[config.mk]
export PLATFORM = sky130hd
export DESIGN_NAME = rsn_word_cmp
export DESIGN_NICKNAME = d
export VERILOG_FILES = /design/src/hdl/rsn_pkg.sv /design/src/hdl/rsn_word_cmp.sv
export SDC_FILE = /design/constraint.sdc
export NUM_CORES = 1
export LEC_CHECK = 0
export BUFFER_PORTS_ARGS = -buffer_cell sky130_fd_sc_hd__buf_2
export CAP_MARGIN = 20
export CORE_AREA = 2 2 72 74
export DETAILED_ROUTE_END_ITERATION = 8
export DIE_AREA = 0 0 74 76
export PLACE_DENSITY = 0.8
export SYNTH_ARGS = -nofsm -noshare
export SYNTH_HDL_FRONTEND = slang
export SYNTH_SLANG_ARGS = --single-unit
[constraint.sdc]
create_clock -name vclk -period 1.85
set_clock_uncertainty 0.05 [all_clocks]
set_input_delay 0.0925 -clock vclk [all_inputs]
set_output_delay 0.0925 -clock vclk [all_outputs]
set_load 0.005 [all_outputs]
[src/hdl/rsn_pkg.sv]
// rsn_pkg: shared types and constants for the record sort block.
// No dependencies.
package rsn_pkg;

    localparam int NameW = 64;
    localparam int IdW   = 32;
    localparam int PosW  = 5;
    localparam int WidxW = 3;

    localparam logic [WidxW-1:0] WidxFirst = '0;

    typedef enum logic [3:0] {
        ST_LOAD,
        ST_RDI,
        ST_GETI,
        ST_RDJ,
        ST_GETB,
        ST_CMP,
        ST_CMPW,
        ST_SWAP,
        ST_NEXTJ,
        ST_ERD,
        ST_EGET,
        ST_EOUT,
        ST_EWAIT
    } state_t;

    typedef struct packed {
        logic gt;
        logic done;
    } cmp_res_t;

endpackage

[src/hdl/rsn_word_cmp.sv]
// rsn_word_cmp: bytewise unsigned compare of one 8-byte name word pair.
// Depends on rsn_pkg.
module rsn_word_cmp (
    input  logic [rsn_pkg::NameW-1:0] word_a,
    input  logic [rsn_pkg::NameW-1:0] word_b,
    output rsn_pkg::cmp_res_t         res
);
    import rsn_pkg::*;

    always_comb begin
        logic [7:0] xa;
        logic [7:0] xb;
        logic       found;
        res   = '0;
        found = 1'b0;
        for (int k = 0; k < 8; k++) begin
            xa = word_a[NameW-1-8*k -: 8];
            xb = word_b[NameW-1-8*k -: 8];
            if (!found) begin
                if (xa != xb) begin
                    found    = 1'b1;
                    res.gt   = (xa > xb);
                    res.done = 1'b1;
                end else if (xa == 8'd0) begin
                    found    = 1'b1;
                    res.done = 1'b1;
                end
            end
        end
    end

endmodule

==> impl_metrics.ini, run 1 <==
[grt]
grt_pass1_vias = 2411
grt_max_degree = 4
grt_usage_pct = 18.5
antenna_found_initial = 0
grt_pass1_wl_um = 9090
overflow = 0

[pwr]
cellPowerDensity_nw_per_um2 = 190
ir_worst_vdd_mv = 0.0971
power.leakage_nw = 1.76
p_total_w = 0.000602

[floorplan]
die_x_um = 74
dieHeight_um = 76
initial_core_util_pct = 37.7
dieArea_um2 = 5620
fp-row-count = 26
io-pin-count = 130
coreArea_um2 = 4910

[layout]
syn_to_final_growth_pct = 70.7
final_layout_size_suffix_gt1_share_pct = 47.2
seq_cell_count = 0
antenna-diode-count = 0
fill_cells = 435
ff_latch_area_um2 = 0
final_cell_area_um2 = 3160
utilization_pct = 64.3
final_nets = 624
nClkBuffers = 0
multiInputGateArea_um2 = 1760

[yosys]
synth_top_cell_by_area = ha_1
avgSynthCellArea_um2 = 7.17
synth_area_leaders = ha_1 (43%), inv_1 (13%), a21oi_1 (6.8%)
yosys-top-cells-count = inv_1 (65), ha_1 (64), a21oi_1 (25)
synth_cells = 258
synthesis.area_um2 = 1850
yosysMostFrequentCell = inv_1
yosys_warnings = 0
synth.distinct_cells = 31
synth_top_area_share_pct = 43.3
syn-num-nets = 450
seq_area_frac_synth_pct = 0

[sta]
finalMaxSlewViolations = 0
hold_viol = 0
max-slew-margin-rel_pct = 75.0
setup_ws_ps = -223
setup_viol_count_final = 2
fin_hold_ws_ps = 543
fin_crit_ps = 2070
maxClockFrequency_ghz = 0.482
grt_setup_unrepaired = yes
worst_pin_slew_ps = 371
period_share_pct = 112

[placement]
dpl_cell_area_um2 = 2850
dp_hpwl_um = 4900
io_buffers = 130
gp_congestion = 0.808

[critical_path]
worstPathRequired_ps = 1710
path_delay_family = simple AND/OR/NAND/NOR gates
endpoint_kind = output pin
crit_fanout = 2
crit_buf_inv = 2
worst_path_largest_cell_delay_ps = 520
crit_path_cell_trace = buf_6 -> ha_4 -> nand4_1 -> a211oi_2 -> nand2_1 -> or4b_4 -> a21o_1 -> o211ai_2 -> a31oi_1 -> buf_2
critPathKind = input pin to output pin
startpoint_type = input pin
critPathArrivalTime_ps = 1930
crit_slowest_cell = or4b_4

[drt]
wl_per_cell_um = 11.2
drt_iter0_markers = 32
routed_wl_um = 5580
ant_nets = 0
vias_per_cell = 4.89
drt-pass1-iter-count = 4
num_vias = 2443
drc_errors = 0

[run]
maxCapViolations = 0

[status]
violations = negative setup slack
status = finished with violations

[worst_hold_path]
hold_class = input pin to output pin

[cts]
cts_hold_buf = 0
logic make-up after synthesis:
group                      share of synthesized area (%)
buffers and inverters                               13.2
and+or+nand+nor                                     23.1
adders and majority gates                           43.3
AOI/OAI and AO/OA                                   20.5
timing repair:
| action | in CTS | in global routing |
|---|---|---|
| setup buffers | 6 | 2 |
| pin swaps | 10 | 18 |
| gates resized for setup | 28 | 21 |
| endpoints found under the setup margin | 2 | 2 |
final timing paths:
path,end,depth (start not counted),start
setup / recovery,res[1],10,word_a[34]
hold / removal,res[0],5,word_a[3]
tightest hold or removal path, stage by stage:
cell and delay, ps:
buf_2 90, nor4_1 40, nand2_1 50, nand4b_1 90, buf_2 130
cell usage in the layout, fill, tap and decap left out, types with 2 or more instances in the layout:
cell	Yosys	layout
buf_4	0	42
nor2b_1	11	10
inv_1	65	57
a21oi_1	25	24
o21ai_0	10	9
nor4_1	15	15
nand2_1	7	7
or2_2	2	2
nor2_1	3	2
o211ai_1	7	7
a21o_1	4	4
ha_4	0	9
nand4b_1	2	2
a211oi_1	6	3
buf_6	0	11
nand4_1	15	15
a211oi_2	1	4
nand3_1	3	3
nand2b_1	3	3
ha_1	64	55
inv_2	0	7
o21a_1	2	2
buf_2	0	116
buf_8	0	3
report_power, final:
part / switching (W) / leakage, nW / internal [W]
clock network: 0 / 0 / 0
registers: 0 / 0 / 0
logic: 0.000258 / 1.76 / 0.000344
layer usage:
layer / vias to the layer above / part of all wire (%) / GRT usage, %
met3: 12 / 7.0 / 2.25
met5: - / 0 / 0
li1: 1285 / - / -
met4: 0 / 1.8 / 2.36
met2: 83 / 51 / 36.4
met1: 1063 / 40 / 20.9
final cells by class:
cell class | count | area share [%]
inverter | 65 | 7.80
tap | 70 | 2.77
multi-input combinational | 193 | 55.7
timing repair buffer | 172 | 33.7
metrics by stage:
| stage | setup TNS [ps] | setup WS [ps] | instances |
|---|---|---|---|
| 5_1_grt | -455 | -295 | 500 |
| 3_3_place_gp | -376 | -235 | 493 |
| 4_1_cts | -272 | -244 | 499 |
| 6_report | -230 | -223 | 500 |
| 3_5_place_dp | -451 | -310 | 493 |
| 2_1_floorplan | 0 | 24.3 | 258 |
Note: power is estimated with default switching activity, not from simulation.
==> inputs of run 2 (changes only) <==
--- a/config.mk
+++ b/config.mk
@@ -7,10 +7,10 @@
 export LEC_CHECK = 0
 export BUFFER_PORTS_ARGS = -buffer_cell sky130_fd_sc_hd__buf_2
 export CAP_MARGIN = 20
-export CORE_AREA = 2 2 72 74
+export CORE_AREA = 2 2 68 70
 export DETAILED_ROUTE_END_ITERATION = 8
-export DIE_AREA = 0 0 74 76
-export PLACE_DENSITY = 0.8
+export DIE_AREA = 0 0 70 72
+export PLACE_DENSITY = 0.85
 export SYNTH_ARGS = -nofsm -noshare
 export SYNTH_HDL_FRONTEND = slang
 export SYNTH_SLANG_ARGS = --single-unit
==> constraint.sdc (replaced) <==
create_clock -name vclk -period 2.6
set_clock_uncertainty 0.05 [all_clocks]
set_input_delay 0.13 -clock vclk [all_inputs]
set_output_delay 0.13 -clock vclk [all_outputs]
set_load 0.005 [all_outputs]
==> run 2 against run 1 <==
The run now ends clean. Cell count down 12%. Cell area down 19%. Sequential share of layout area unchanged. Routed wire length down 9.6%. Combinational power down 44%. Non-clock buffer count down 42. Global-route usage up 0.91 points. Sequential cell count unchanged. Count of clock-buffer cells in the layout unchanged. Worst setup slack better by 540 ps. Die area down 10%. Via count down 7.2%.
==> impl_metrics.ini, run 2 (synthesized netlist as in run 1, its figures left out) <==
[pwr]
power.leakage_nw = 1.54
ir_worst_vdd_mv = 0.0615
cellPowerDensity_nw_per_um2 = 131

[placement]
dp_hpwl_um = 4810
io_buffers = 130
gp_congestion = 0.882

[worst_hold_path]
whs_path_depth = 5
min_to = res[0]
min_from = word_a[3]
hold_class = input pin to output pin

[floorplan]
dieArea_um2 = 5040
io-pin-count = 130
coreArea_um2 = 4260
initial_core_util_pct = 43.4
die_x_um = 70
dieHeight_um = 72
fp-row-count = 24

[critical_path]
worstPathRequired_ps = 2420
worst_path_largest_cell_delay_ps = 520
critPathArrivalTime_ps = 2100
crit_fanout = 3
critPathMostFrequentCell = buf_2
crit_slowest_cell = or4b_1
endpoint_kind = output pin
critPathKind = input pin to output pin
crit_path_cell_trace = buf_2 -> ha_1 -> nand4_2 -> a211oi_2 -> nand2_1 -> or4b_1 -> a21o_1 -> o211ai_2 -> a31oi_1 -> buf_2
startpoint_type = input pin
crit_start = word_a[39]

[grt]
overflow = 0
grt_max_degree = 4
grt_pass1_wl_um = 8540
grt_usage_pct = 19.4
antenna_found_initial = 0
grt_pass1_vias = 2147

[sta]
finalSetupTns_ps = 0
max-slew-margin-rel_pct = 74.0
grt_setup_unrepaired = no
fin_crit_ps = 2280
finalMaxSlewViolations = 0
period_share_pct = 87.9
setup_viol_count_final = 0
hold_viol = 0
maxClockFrequency_ghz = 0.438
worst_pin_slew_ps = 387
fin_hold_ws_ps = 616

[layout]
antenna-diode-count = 0
final_common_cell = buf_2
seq_cell_count = 0
final_nets = 582
final_cell_mix = buf_2 (130), inv_1 (65), ha_1 (64)
syn_to_final_growth_pct = 38.7
final_layout_size_suffix_gt1_share_pct = 35.3
nClkBuffers = 0
ff_latch_area_um2 = 0

[cts]
cts_hold_buf = 0
cts_setup_buffers = 0
cts_resized = 0

[drt]
vias_per_cell = 5.15
drt-pass1-iter-count = 4
routed_wl_um = 5040
ant_nets = 0
wl_per_cell_um = 11.5
drt_iter0_markers = 35
drc_errors = 0
num_vias = 2268

[status]
status = complete, no violations

[run]
maxCapViolations = 0
==> run 2: cell types whose count changed in the layout (fill, tap and decap cells not counted), moves of 3 or more <==
cell      before  now
buf_4         42    0
buf_2        116  130
buf_6         11    0
ha_1          55   64
ha_4           9    0
inv_1         57   65
inv_2          7    0
a211oi_1       3    6
a211oi_2       4    1
buf_8          3    0
==> run 2: final cells by class <==
type                            instances  area [um^2]
Tap cell                               52         65.1
Multi-Input combinational cell        193         1610
Timing Repair Buffer                  130          651
Fill cell                             418         1700
Inverter                               65          244
==> run 2: worst max-delay path by stage <==
stage | to | depth (start not counted)
2_1_floorplan | res[1] | 9
3_3_place_gp | res[1] | 10
3_5_place_dp | res[1] | 10
4_1_cts | res[1] | 10
5_1_grt | res[1] | 9
6_report | res[1] | 10
==> run 2: per-layer routing <==
metal	track usage (%)	wire (um)	part of all wire (%)	vias to the layer above
met5	0	0	0	-
met4	0.427	0	0	0
met3	2.64	332	6.6	0
met2	39.4	2600	51	77
met1	22.8	2120	42	994
li1	-	-	-	1197
==> run 2: per-stage QoR <==
stage          instance area, um^2  total power, W  worst slack (ps)  instances  util (%)
6_report                      2570        0.000336               316        440      60.2
5_1_grt                       2570        0.000391              84.6        440      60.2
4_1_cts                       2570        0.000338               300        440      60.2
3_5_place_dp                  2570        0.000336               312        440      60.2
3_3_place_gp                  2570        0.000322               422        440      60.2
2_1_floorplan                 1850        0.000179               699        258         -
==> run 2: worst max-delay path, delay by kind of cell <==
kind | cells | cell delay, ps
simple gates | 3 | 750
compound gates | 4 | 660
fa+ha+maj | 1 | 330
buf+inv | 2 | 250
==> run 2: where the power goes <==
| group | leakage [nW] | internal (W) | switching (W) |
|---|---|---|---|
| clock | 0 | 0 | 0 |
| combinational | 1.54 | 0.000175 | 0.000161 |
| sequential | 0 | 0 | 0 |
| total | 1.54 | 0.000175 | 0.000161 |
==> inputs of run 3 (changes only) <==
--- a/config.mk
+++ b/config.mk
@@ -5,7 +5,7 @@
 export SDC_FILE = /design/constraint.sdc
 export NUM_CORES = 1
 export LEC_CHECK = 0
-export BUFFER_PORTS_ARGS = -buffer_cell sky130_fd_sc_hd__buf_2
+export BUFFER_PORTS_ARGS = -buffer_cell sky130_fd_sc_hd__buf_4
 export CAP_MARGIN = 20
 export CORE_AREA = 2 2 68 70
 export DETAILED_ROUTE_END_ITERATION = 8
==> run 3 against run 2 <==
Worst setup slack improved by 5.5 ps. Combinational power increased by 16%. Fmax increased by 0.24%. Routed wire length up 6.1%. First-iteration DRC count up 49%. Die area did not move. Count of clock-buffer cells in the layout unchanged. Cell count stayed put. Via count up 1.4%. Global-route usage increased by 1.1 points. Critical path depth did not move.
==> impl_metrics.ini, run 3 (synthesized netlist as in run 1, its figures left out) <==
[drt]
drt-pass1-iter-count = 4
drt_iter0_markers = 52
num_vias = 2300
drc_errors = 0
vias_per_cell = 5.23
wl_per_cell_um = 12.2
ant_nets = 0
routed_wl_um = 5350

[cts]
cts_setup_buffers = 0
cts_resized = 0
cts_hold_buf = 0

[layout]
seq_cell_count = 0
nClkBuffers = 0
syn_to_final_growth_pct = 56.3
final_cell_mix = buf_4 (130), inv_1 (65), ha_1 (64)
antenna-diode-count = 0
final_nets = 582
final_common_cell = buf_4
ff_latch_area_um2 = 0
final_cell_area_um2 = 2890
final_layout_size_suffix_gt1_share_pct = 35.3
fill_cells = 382

[sta]
period_share_pct = 87.7
finalSetupTns_ps = 0
worst_pin_slew_ps = 374
hold_viol = 0
setup_viol_count_final = 0
maxClockFrequency_ghz = 0.439
fin_crit_ps = 2280
finalMaxSlewViolations = 0
grt_setup_unrepaired = no
max-slew-margin-rel_pct = 74.9
setup_ws_ps = 321

[grt]
grt_max_degree = 4
antenna_found_initial = 0
grt_usage_pct = 20.6
grt_pass1_vias = 2284
overflow = 0
grt_pass1_wl_um = 9110

[critical_path]
critPathKind = input pin to output pin
path_delay_family = simple AND/OR/NAND/NOR gates
startpoint_type = input pin
crit_fanout = 3
critPathArrivalTime_ps = 2100
crit_slowest_cell = or4bb_1
crit_buf_inv = 2
endpoint_kind = output pin
worst_path_largest_cell_delay_ps = 410
worstPathRequired_ps = 2420
crit_path_cell_trace = buf_4 -> ha_1 -> nand4_1 -> or2_1 -> a21oi_1 -> nor2b_1 -> or4bb_1 -> a21oi_1 -> a31oi_1 -> buf_4

[placement]
gp_congestion = 0.884
place_ws_ps = 347
dp_hpwl_um = 5060
io_buffers = 130
dpl_cell_area_um2 = 2890

[pwr]
ir_worst_vdd_mv = 0.0720
p_total_w = 0.000390
cellPowerDensity_nw_per_um2 = 135
power.leakage_nw = 1.66

[run]
maxCapViolations = 0

[floorplan]
dieArea_um2 = 5040
die_x_um = 70
io-pin-count = 130
fp-row-count = 24
coreArea_um2 = 4260
initial_core_util_pct = 43.4
dieHeight_um = 72

[status]
status = complete, no violations

[worst_hold_path]
hold_class = input pin to output pin
[run 3: cell count changes in the layout (fill, tap and decap cells not counted)]
cell and change:
buf_2 -130, buf_4 +130
[run 3: per-layer routing]
| metal | share of wire [%] | GRT usage, % |
|---|---|---|
| met1 | 41 | 24.0 |
| met2 | 51 | 41.8 |
| met3 | 6.5 | 2.08 |
| met4 | 0.90 | 1.71 |
| met5 | 0 | 0 |
[run 3: layout make-up]
class,count,area (um^2),area share [%]
multi-input cells,193,1610,55.6
repair buffers,130,976,33.8
inverters,65,244,8.44
well taps,52,65.1,2.25
[run 3: report_power, final]
part           internal (W)  leakage (nW)  switching (W)
combinational      0.000229          1.66       0.000160
clock                     0             0              0
sequential                0             0              0
total              0.000229          1.66       0.000160
[run 3: final timing paths]
check / start / to / slack, ps / cells past startpoint
hold / removal: word_a[3] / res[0] / 670 / 5
setup / recovery: word_a[14] / res[1] / 320 / 10
[run 3: per-stage QoR]
| step | hold slack (ps) | instances | util [%] |
|---|---|---|---|
| 4_1_cts | 657 | 440 | 67.8 |
| 2_1_floorplan | 382 | 258 | - |
| 5_1_grt | 691 | 440 | 67.8 |
| 3_5_place_dp | 655 | 440 | 67.8 |
| 6_report | 666 | 440 | 67.8 |
| 3_3_place_gp | 623 | 440 | 67.8 |
